==> config.mk <==
export PLATFORM = sky130hd
export DESIGN_NAME = cpu_interrupt_entry_sequencer_core
export DESIGN_NICKNAME = d
export VERILOG_FILES = /design/src/design/ies_pkg.sv /design/src/design/cpu_interrupt_entry_sequencer_core.sv /design/src/design/ies_step.sv
export SDC_FILE = /design/constraint.sdc
export NUM_CORES = 1
export LEC_CHECK = 0
export BUFFER_PORTS_ARGS = -buffer_cell sky130_fd_sc_hd__buf_2
export CAP_MARGIN = 20
export CORE_MARGIN = 2
export CORE_UTILIZATION = 50
export DETAILED_ROUTE_END_ITERATION = 12
export PLACE_DENSITY_LB_ADDON = 0.25
export SLEW_MARGIN = 20
export SYNTH_ARGS = -nofsm -noshare
export SYNTH_HDL_FRONTEND = slang
export SYNTH_SLANG_ARGS = --single-unit
==> constraint.sdc <==
create_clock -name i_clk -period 6.1 [get_ports i_clk]
set_clock_uncertainty 0.05 [all_clocks]
set_input_delay 0.61 -clock i_clk [delete_from_list [all_inputs] [get_ports i_clk]]
set_output_delay 0.61 -clock i_clk [all_outputs]
set_load 0.02 [all_outputs]
==> src/design/ies_pkg.sv <==
// ----------------------------------------------------------------------------
// ies_pkg
// Types and constants shared by the interrupt entry sequencer modules.
// ----------------------------------------------------------------------------
package ies_pkg;

    typedef enum logic [1:0] {
        MODE_RESET = 2'd0,
        MODE_NMI   = 2'd1,
        MODE_IRQ   = 2'd2,
        MODE_RUN   = 2'd3
    } t_mode;

    localparam logic [7:0]  FLAG_I     = 8'h04;
    localparam logic [7:0]  FLAG_B     = 8'h10;
    localparam logic [7:0]  FLAG_U     = 8'h20;
    localparam logic [7:0]  SP_INIT    = 8'hFD;
    localparam logic [7:0]  STACK_PAGE = 8'h01;
    localparam logic [7:0]  VEC_PAGE   = 8'hFF;
    localparam logic [7:0]  VEC_RST_LO = 8'hFC;
    localparam logic [7:0]  VEC_RST_HI = 8'hFD;
    localparam logic [7:0]  VEC_NMI_LO = 8'hFA;
    localparam logic [7:0]  VEC_NMI_HI = 8'hFB;
    localparam logic [7:0]  VEC_IRQ_LO = 8'hFE;
    localparam logic [7:0]  VEC_IRQ_HI = 8'hFF;

    typedef struct packed {
        t_mode       mode;
        logic [2:0]  step;
        logic        executing;
        logic [7:0]  instr;
        logic [15:0] pc;
        logic [7:0]  sp;
        logic [7:0]  flags;
        logic [7:0]  vector_low;
        logic        nmi_waiting;
        logic        irq_waiting;
    } t_state;

    typedef struct packed {
        logic        reset_req;
        logic        nmi_req;
        logic        irq_req;
        logic [7:0]  read_data;
        logic        exec_done;
    } t_item;

    typedef struct packed {
        logic        bus_active;
        logic        bus_write;
        logic [15:0] bus_address;
        logic [7:0]  write_data;
        logic        opcode_fetched;
        logic [7:0]  opcode_byte;
        t_mode       cpu_mode;
        logic [15:0] prog_counter;
        logic [7:0]  stack_pointer;
        logic [7:0]  status_flags;
    } t_result;

endpackage

==> src/design/cpu_interrupt_entry_sequencer_core.sv <==
// ----------------------------------------------------------------------------
// cpu_interrupt_entry_sequencer_core
// Reset, NMI and IRQ entry sequencer of a 6502-style CPU. One item is one
// CPU cycle; one result item per input item.
//
//   channel  dir  handshake           payload
//   input    in   i_valid / o_ready   reset_req nmi_req irq_req read_data
//                                     exec_done
//   result   out  o_valid / i_ready   bus_*, write_data, opcode_*, cpu_mode,
//                                     prog_counter, stack_pointer, status_flags
//
// An item passes through the input register and then the result
// register; one item per cycle sustained while the result side does not stall.
// The state update is made as the item leaves the input register.
// Reset (i_rst_n low) clears the valid flags and the sequencer state; the sequencer starts in reset mode.
// A stall on the result side holds both registers; o_ready stays high while
// the input register is empty or moving.
// ----------------------------------------------------------------------------
module cpu_interrupt_entry_sequencer_core
    import ies_pkg::*;
(
    input  logic        i_clk,
    input  logic        i_rst_n,
    input  logic        i_valid,
    output logic        o_ready,
    input  logic        i_reset_req,
    input  logic        i_nmi_req,
    input  logic        i_irq_req,
    input  logic [7:0]  i_read_data,
    input  logic        i_exec_done,
    output logic        o_valid,
    input  logic        i_ready,
    output logic        o_bus_active,
    output logic        o_bus_write,
    output logic [15:0] o_bus_address,
    output logic [7:0]  o_write_data,
    output logic        o_opcode_fetched,
    output logic [7:0]  o_opcode_byte,
    output logic [1:0]  o_cpu_mode,
    output logic [15:0] o_prog_counter,
    output logic [7:0]  o_stack_pointer,
    output logic [7:0]  o_status_flags
);

    logic    r_in_valid;
    t_item   r_item;
    logic    r_out_valid;
    t_result r_result;
    t_state  r_state;
    t_state  n_state;
    t_result n_result;
    logic    advance;

    assign advance = r_in_valid && (!r_out_valid || i_ready);
    assign o_ready = !r_in_valid || advance;

    ies_step u_step (
        .i_state  (r_state),
        .i_item   (r_item),
        .o_state  (n_state),
        .o_result (n_result)
    );

    always_ff @(posedge i_clk) begin
        if (!i_rst_n) begin
            r_in_valid  <= 1'b0;
            r_out_valid <= 1'b0;
            r_state     <= '{mode: MODE_RESET, default: '0};
        end else begin
            if (o_ready) begin
                r_in_valid <= i_valid;
            end
            if (advance) begin
                r_out_valid <= 1'b1;
                r_state     <= n_state;
            end else if (i_ready) begin
                r_out_valid <= 1'b0;
            end
        end
    end

    always_ff @(posedge i_clk) begin
        if (o_ready && i_valid) begin
            r_item <= '{reset_req: i_reset_req, nmi_req: i_nmi_req, irq_req: i_irq_req,
                        read_data: i_read_data, exec_done: i_exec_done};
        end
        if (advance) begin
            r_result <= n_result;
        end
    end

    assign o_valid          = r_out_valid;
    assign o_bus_active     = r_result.bus_active;
    assign o_bus_write      = r_result.bus_write;
    assign o_bus_address    = r_result.bus_address;
    assign o_write_data     = r_result.write_data;
    assign o_opcode_fetched = r_result.opcode_fetched;
    assign o_opcode_byte    = r_result.opcode_byte;
    assign o_cpu_mode       = r_result.cpu_mode;
    assign o_prog_counter   = r_result.prog_counter;
    assign o_stack_pointer  = r_result.stack_pointer;
    assign o_status_flags   = r_result.status_flags;

    a_write_on_stack: assert property (@(posedge i_clk) disable iff (!i_rst_n)
        o_valid && o_bus_write |-> o_bus_active && o_bus_address[15:8] == STACK_PAGE)
        else $error("write outside stack page");

    a_fetch_in_run: assert property (@(posedge i_clk) disable iff (!i_rst_n)
        o_valid && o_opcode_fetched |-> o_cpu_mode == MODE_RUN && o_bus_active)
        else $error("opcode fetch outside run mode");

    a_idle_bus_quiet: assert property (@(posedge i_clk) disable iff (!i_rst_n)
        o_valid && !o_bus_active |-> !o_bus_write && o_bus_address == 16'h0000)
        else $error("idle bus cycle drives address or write");

    a_stall_holds_state: assert property (@(posedge i_clk) disable iff (!i_rst_n)
        r_out_valid && !i_ready |=> $stable(r_state) && r_out_valid)
        else $error("state moved while result stalled");

endmodule

==> src/design/ies_step.sv <==
// ----------------------------------------------------------------------------
// ies_step
// One CPU cycle of the reset / NMI / IRQ entry sequencer: next state and
// bus access from the current state and one input item.
// ----------------------------------------------------------------------------
module ies_step
    import ies_pkg::*;
(
    input  t_state  i_state,
    input  t_item   i_item,
    output t_state  o_state,
    output t_result o_result
);

    t_state      s;
    logic        act;
    logic        wr;
    logic [15:0] addr;
    logic [7:0]  wdata;
    logic        fetched;
    logic        do_entry;
    logic [7:0]  vec_lo;
    logic [7:0]  vec_hi;

    always_comb begin
        s           = i_state;
        act         = 1'b0;
        wr          = 1'b0;
        addr        = '0;
        wdata       = '0;
        fetched     = 1'b0;
        do_entry    = 1'b0;
        s.nmi_waiting = i_state.nmi_waiting | i_item.nmi_req;
        s.irq_waiting = i_state.irq_waiting | i_item.irq_req;
        if (i_item.reset_req) begin
            s.mode = MODE_RESET;
            s.step = 3'd0;
        end

        unique case (s.mode)
            MODE_RESET: begin
                unique case (s.step)
                    3'd0: begin
                        s.flags       = '0;
                        s.pc          = '0;
                        s.executing   = 1'b0;
                        s.instr       = '0;
                        s.nmi_waiting = 1'b0;
                        s.irq_waiting = 1'b0;
                        s.step        = 3'd1;
                    end
                    3'd1: begin
                        s.sp    = SP_INIT;
                        s.flags = s.flags | FLAG_I | FLAG_U;
                        s.step  = 3'd2;
                    end
                    3'd2: begin
                        act          = 1'b1;
                        addr         = {VEC_PAGE, VEC_RST_LO};
                        s.vector_low = i_item.read_data;
                        s.step       = 3'd3;
                    end
                    3'd3: begin
                        act  = 1'b1;
                        addr = {VEC_PAGE, VEC_RST_HI};
                        s.pc = {i_item.read_data, s.vector_low};
                        s.step = 3'd4;
                    end
                    default: begin
                        s.mode = MODE_RUN;
                        s.step = 3'd0;
                    end
                endcase
            end
            MODE_NMI, MODE_IRQ: begin
                do_entry = 1'b1;
            end
            default: begin
                if (!s.executing) begin
                    if (s.nmi_waiting) begin
                        s.nmi_waiting = 1'b0;
                        s.mode        = MODE_NMI;
                        s.step        = 3'd0;
                        do_entry      = 1'b1;
                    end else if (s.irq_waiting && ((s.flags & FLAG_I) == 8'h00)) begin
                        s.irq_waiting = 1'b0;
                        s.mode        = MODE_IRQ;
                        s.step        = 3'd0;
                        do_entry      = 1'b1;
                    end else begin
                        act         = 1'b1;
                        addr        = s.pc;
                        s.instr     = i_item.read_data;
                        s.pc        = s.pc + 16'd1;
                        s.executing = 1'b1;
                        fetched     = 1'b1;
                    end
                end else if (i_item.exec_done) begin
                    s.executing = 1'b0;
                end
            end
        endcase

        vec_lo = (s.mode == MODE_NMI) ? VEC_NMI_LO : VEC_IRQ_LO;
        vec_hi = (s.mode == MODE_NMI) ? VEC_NMI_HI : VEC_IRQ_HI;

        if (do_entry) begin
            unique case (s.step)
                3'd0: begin
                    act    = 1'b1;
                    addr   = s.pc;
                    s.step = 3'd1;
                end
                3'd1: begin
                    act    = 1'b1;
                    wr     = 1'b1;
                    addr   = {STACK_PAGE, s.sp};
                    wdata  = s.pc[15:8];
                    s.sp   = s.sp - 8'd1;
                    s.step = 3'd2;
                end
                3'd2: begin
                    act    = 1'b1;
                    wr     = 1'b1;
                    addr   = {STACK_PAGE, s.sp};
                    wdata  = s.pc[7:0];
                    s.sp   = s.sp - 8'd1;
                    s.step = 3'd3;
                end
                3'd3: begin
                    s.flags = (s.flags & ~FLAG_B) | FLAG_U;
                    act     = 1'b1;
                    wr      = 1'b1;
                    addr    = {STACK_PAGE, s.sp};
                    wdata   = s.flags;
                    s.sp    = s.sp - 8'd1;
                    s.step  = 3'd4;
                end
                3'd4: begin
                    s.flags = s.flags | FLAG_I;
                    s.step  = 3'd5;
                end
                3'd5: begin
                    act     = 1'b1;
                    addr    = {VEC_PAGE, vec_lo};
                    s.pc    = {s.pc[15:8], i_item.read_data};
                    s.step  = 3'd6;
                end
                default: begin
                    act    = 1'b1;
                    addr   = {VEC_PAGE, vec_hi};
                    s.pc   = {i_item.read_data, s.pc[7:0]};
                    s.mode = MODE_RUN;
                    s.step = 3'd0;
                end
            endcase
        end

        o_state                  = s;
        o_result.bus_active      = act;
        o_result.bus_write       = wr;
        o_result.bus_address     = addr;
        o_result.write_data      = wdata;
        o_result.opcode_fetched  = fetched;
        o_result.opcode_byte     = s.instr;
        o_result.cpu_mode        = s.mode;
        o_result.prog_counter    = s.pc;
        o_result.stack_pointer   = s.sp;
        o_result.status_flags    = s.flags;
    end

endmodule
== Word-level counts from Yosys, hierarchy flattened ==
Cells that the tools add are included.

* Bits in read-only memories: 0
* Word-level logic and storage cells: 119
* Output and inout port bits: 71
* Input bits: 16
* RAM bits: 0
* Bits in registers: 139
* Latch bits: 0
* Memories kept: 0

* Divide/modulo/power cells: 0
* Multiply operators: 0
* Order comparisons: 0
* Add/subtract/negate cells: 2
* Reduce and logical (&&, ||, !) cells: 21
* Shifts and indexed selects: 0
* Bitwise gates (word level): 3
* Multiplexer cells: 54
* Eq/ne operators: 12

{| class="wikitable"
|+ Operators with widths
! operator !! number
|-
| $pmux W16 S2 || 4
|-
| $mux W16 || 4
|-
| $pmux W16 S4 || 1
|-
| $pmux W30 S2 || 1
|-
| $mux W25 || 2
|-
| $mux W24 || 2
|-
| $mux W32 || 1
|-
| $mux W5 || 5
|-
| $mux W8 || 3
|-
| $pmux W8 S3 || 1
|-
| $pmux W3 S6 || 1
|-
| $add A16 B1 Y16 const B || 1
|-
| $mux W1 || 16
|-
| $pmux W8 S2 || 1
|-
| $eq A3 B2 Y1 const B || 4
|-
| $pmux W3 S4 || 1
|-
| $pmux W6 S2 || 1
|-
| $mux W9 || 1
|-
| $logic_not A8 Y1 || 1
|-
| $mux W2 || 4
|-
| $sub A8 B1 Y8 const B || 1
|-
| $eq A3 B1 Y1 const B || 2
|-
| $eq A3 B3 Y1 const B || 2
|-
| $logic_not A3 Y1 || 2
|-
| other kinds (19) || 30
|}

== Longest topological paths before layout ==
* Word-level depth: 10
* Gate-level depth with buffers: 15
* Mapped depth without buffers: 13

== By module ==
From an unflattened synthesis, not the netlist that was laid out.

* Cell total of the unflattened synthesis: 805
* Area, all modules: 7697.4 sq um

{| class="wikitable"
|+ Modules (own cells, without submodules)
! module !! area each (sq um) !! cells an instance !! sequential area each (sq um) !! times used
|-
| cpu_interrupt_entry_sequencer_core || 4767.1 || 334 || 3593.4 || 1
|-
| ies_step || 2930.3 || 471 || 0.0 || 1
|}

== Worst setup path before layout ==
No wires, ideal clock.

* Kind: input to register
* Start point: input port i_ready
* End point: register r_state[32] (netlist name)
* Stages on the path: 7
* Path slack: 2.133 ns
* Path buffers: 3
* Arrival time: 3.662 ns
* Library setup time: 0.255 ns
* Data required time: 5.795 ns
* Path through: nor2b_1 -> nand2b_1 -> clkbuf_1 -> clkinv_1 -> clkbuf_1 -> buf_1 -> o221ai_1

* Longest elaborated chain between the ends: 2

{| class="wikitable"
|+ Ends and longest elaborated chain
! item !! RTL line !! RTL
|-
| from (decl) || cpu_interrupt_entry_sequencer_core.sv:32 || <nowiki>input logic i_ready,</nowiki>
|-
| $logic_or A1 B1 Y1 || cpu_interrupt_entry_sequencer_core.sv:54 || <nowiki>assign advance = r_in_valid && (!r_out_valid || i_ready);</nowiki>
|-
| $logic_and A1 B1 Y1 || cpu_interrupt_entry_sequencer_core.sv:54 ||
|-
| net advance || cpu_interrupt_entry_sequencer_core.sv:52 || <nowiki>logic advance;</nowiki>
|-
| to (signal assigned) || cpu_interrupt_entry_sequencer_core.sv:75 || <nowiki>r_state <= n_state;</nowiki>
|-
| to (decl) || cpu_interrupt_entry_sequencer_core.sv:49 || <nowiki>t_state r_state;</nowiki>
|}

The timed path passes the listed nets, and every way through them passes these cells.
A chain may end at the register's enable or synchronous reset.

==> impl_results.md <==
* Outcome: complete, no violations
* Pwr Total at about 2.3 mW
* WS Path Type: flip-flop to flip-flop
* Period utilization at about three quarters
* Post-Syn Instances at 765
* # setup viols final at 0
* Crit-path max FO at 16
* GP Congestion at just under 1
* Clock sink count at 139
* Pwr per Cell Area at approximately 280 mW/mm²
* Die height at between 100 and 150 µm
* Gr usage total at roughly 30%
* Async SR Flop Fraction at 0%
* Ys Warns at 0
* Max layer used: met4
* Post-route minimum period at 4.63 ns
* Critical R2R Launch: r_item[11]$_DFFE_PP_
* WL met1 at around 9.3 mm
* PostCTS Resize Cnt at 0
* HP Class: input pin to flip-flop
* Register area share after synthesis at between 50% and 60%
* Area grow syn2layout at 15.5%
* Distinct cells, synth at between 70 and 80
* WP data required at just over 6 ns
* Worst slew pin tran at 1.08 ns
* Met2 WL at about 10 mm
* Share of cells above drive strength 1 at 18.1%
* Via Count at 6502
* Slew Viols, Final at 0
* CTS tree: yes
* Synth Cell Area at between 0.007 and 0.008 mm²
* CTS max path bufs at 2
* Syn nets at slightly below 800
* Vias/cell at around 6.3
* Antenna violations before repair at 0
* I/O pins at 87
* Synth area leader: edfxtp_1
* Main synth FF type: edfxtp_1
* Hpwl dp at 14.9 mm
* Number of global-route vias before repair at 6031
* Detail Route Antenna Nets at 0
* I/O Buffers at 86
* Core Area at ~0.014 mm²
* Most frequent cells in the layout: 100 x nand2_1, 89 x nor2_1, 86 x buf_2
* Crit end category: flip-flop
* Wire per inst at roughly 21 µm
* Final Hold Fails at 0
* N_diodes at 0
* WP data arrival at about 4.7 ns
* Clock Latency Late Sink at roughly 0.44 ns
* Worst-path cell chain: clkinv_1 > nand2_1 > inv_1 > ha_1 > and4bb_2 > nand3_1 > o21ai_1 > o211ai_1 > a21oi_1 > a22oi_1
* CP startpoint: r_item[11]$_DFFE_PP_
* Routed wl met3 at between 2 and 2.5 mm
* Setup TNS at 0 ns
* RSZ-0062 raised after global routing: no
* Max cap viols at 0
* Synthesized area per cell at 9.29 µm²
* Setup Fix Bufs, Post-CTS at 0
* First-pass GRT wire length at approximately 34 mm
* Non-Filler Instances at slightly above 1000
* Critical-path top delay cell: a21oi_1
* Delay-heaviest family, CP: compound AO/OA/AOI/OAI gates
* Drc violations at 0
* Worst-path clk slew at 0.06 ns
* H-tree levels at 4
* Total CTS buffers at 17
* Post-synth EDFFs at 81
* Grt ovf at 0
* Fmax at 216 MHz
* Peak VDD IR at 0.000172 V
* Pleak at 3.11 nW
* Most common cell after layout, fill and taps aside: nand2_1
* Synth Register Bits at between 100 and 150
* Top cell type's share of synthesized area at about a third
* Top post-synthesis cells by area: edfxtp_1 34%, dfxtp_1 16%, nand2_1 5.3%
* Nets at about 860
* Die area at ~0.015 mm²
* Hold Buf Count CTS at 0
* Worst path buffer plus inverter count at 2
* FP Rows at between 40 and 50
* DR pass1 iterations at 9
* DP Cell Count at a little under 1000
* Initial drt markers at around 800
* Starting Density at just over 50%
* Startpoint Class: flip-flop
* Worst slew margin at between 20% and 30%
* Max stage delay on crit path at 0.87 ns
* Routed wire length at approximately 22 mm
* HP Start: i_nmi_req
* Die X at 123 µm
* Largest net degree at the start of global routing at about 60
* Clk root buf: clkbuf_16
-- sequential cells by signal, indices dropped and copies added, names as in the netlist, 2 cells and up --
signal,count
o_bus_address,16
o_cpu_mode,2
o_opcode_byte,8
r_state,56
o_status_flags,8
r_item,12
o_prog_counter,16
o_write_data,8
o_stack_pointer,8
-- cells by family (layout without fill, tap and decap cells) --
logic type,after synthesis,after routing,share of synthesized area [%]
AO/OA/AOI/OAI,195,195,19.0
XOR/XNOR,4,4,0.493
adder cells (fa/ha/maj),9,9,1.59
buffers and inverters,72,152,4.02
flip-flops,139,139,50.6
multiplexers,17,17,2.48
AND/OR/NAND/NOR,329,329,21.9
-- final timing paths --
kind,endpoint,slack [ns],cells past startpoint
worst max-delay path,o_bus_address[6]$_DFFE_PP_,1.47,10
worst min-delay path,r_item[10]$_DFFE_PP_,0.30,1
worst max register to register,o_bus_address[6]$_DFFE_PP_,1.47,10
worst min register to register,r_state[14]$_SDFFE_PN0P_,0.38,2
-- cell type report --
cell class                      count  area [µm²]
Sequential cell                   139        3590
Clock inverter                     14         104
Tap cell                          180         225
Clock buffer                       18         439
Inverter                           18        70.1
Timing Repair Buffer              102         551
Multi-Input combinational cell    554        3230
Fill cell                        1247        5670
-- power breakdown --
part | switching, mW | internal [mW]
Combinational | 0.193 | 0.0801
Clock | 0.402 | 0.562
Sequential | 0.0265 | 1.03
-- worst reg2reg max path, delay by kind of cell (launching register included) --
family          cells  cell delay (ns)
compound gates      4             1.77
fa+ha+maj           1             0.41
buf+inv             2             0.54
flops               1             0.63
simple gates        3             0.90
-- metal layers --
layer	up-vias	GRT usage [%]
li1	2971	-
met1	3065	41.8
met2	413	46.4
met3	53	5.72
met4	0	13.3
met5	-	0
-- through the flow --
| step | cell area [µm²] | hold slack, ns | utilization, % | worst slack, ns |
|---|---|---|---|---|
| after global routing | 8210 | 0.294 | 59.1 | 1.10 |
| final | 8210 | 0.301 | 59.1 | 1.47 |
| after CTS | 8210 | 0.292 | 59.1 | 1.62 |
| after detailed placement | 7660 | 0.371 | 55.2 | 1.65 |
| after floorplan | 7100 | 0.354 | - | 2.13 |
| after global placement | 7660 | 0.364 | 55.2 | 1.82 |
-- Yosys cell counts (8+ instances only) --
cell and instances:
and3_1 11, inv_1 16, edfxtp_1 81, nor2_1 89
nand2_1 100, clkbuf_1 39, o21ai_0 33, dfxtp_1 58
mux2i_1 12, a21oi_1 51, nand3_1 43, ha_1 9
a22oi_1 13, and2_1 9, nor3_1 20, nand4_1 16
buf_1 8, o211ai_1 10, nand2b_1 11
No activity file was read; power rests on OpenSTA's default activity.
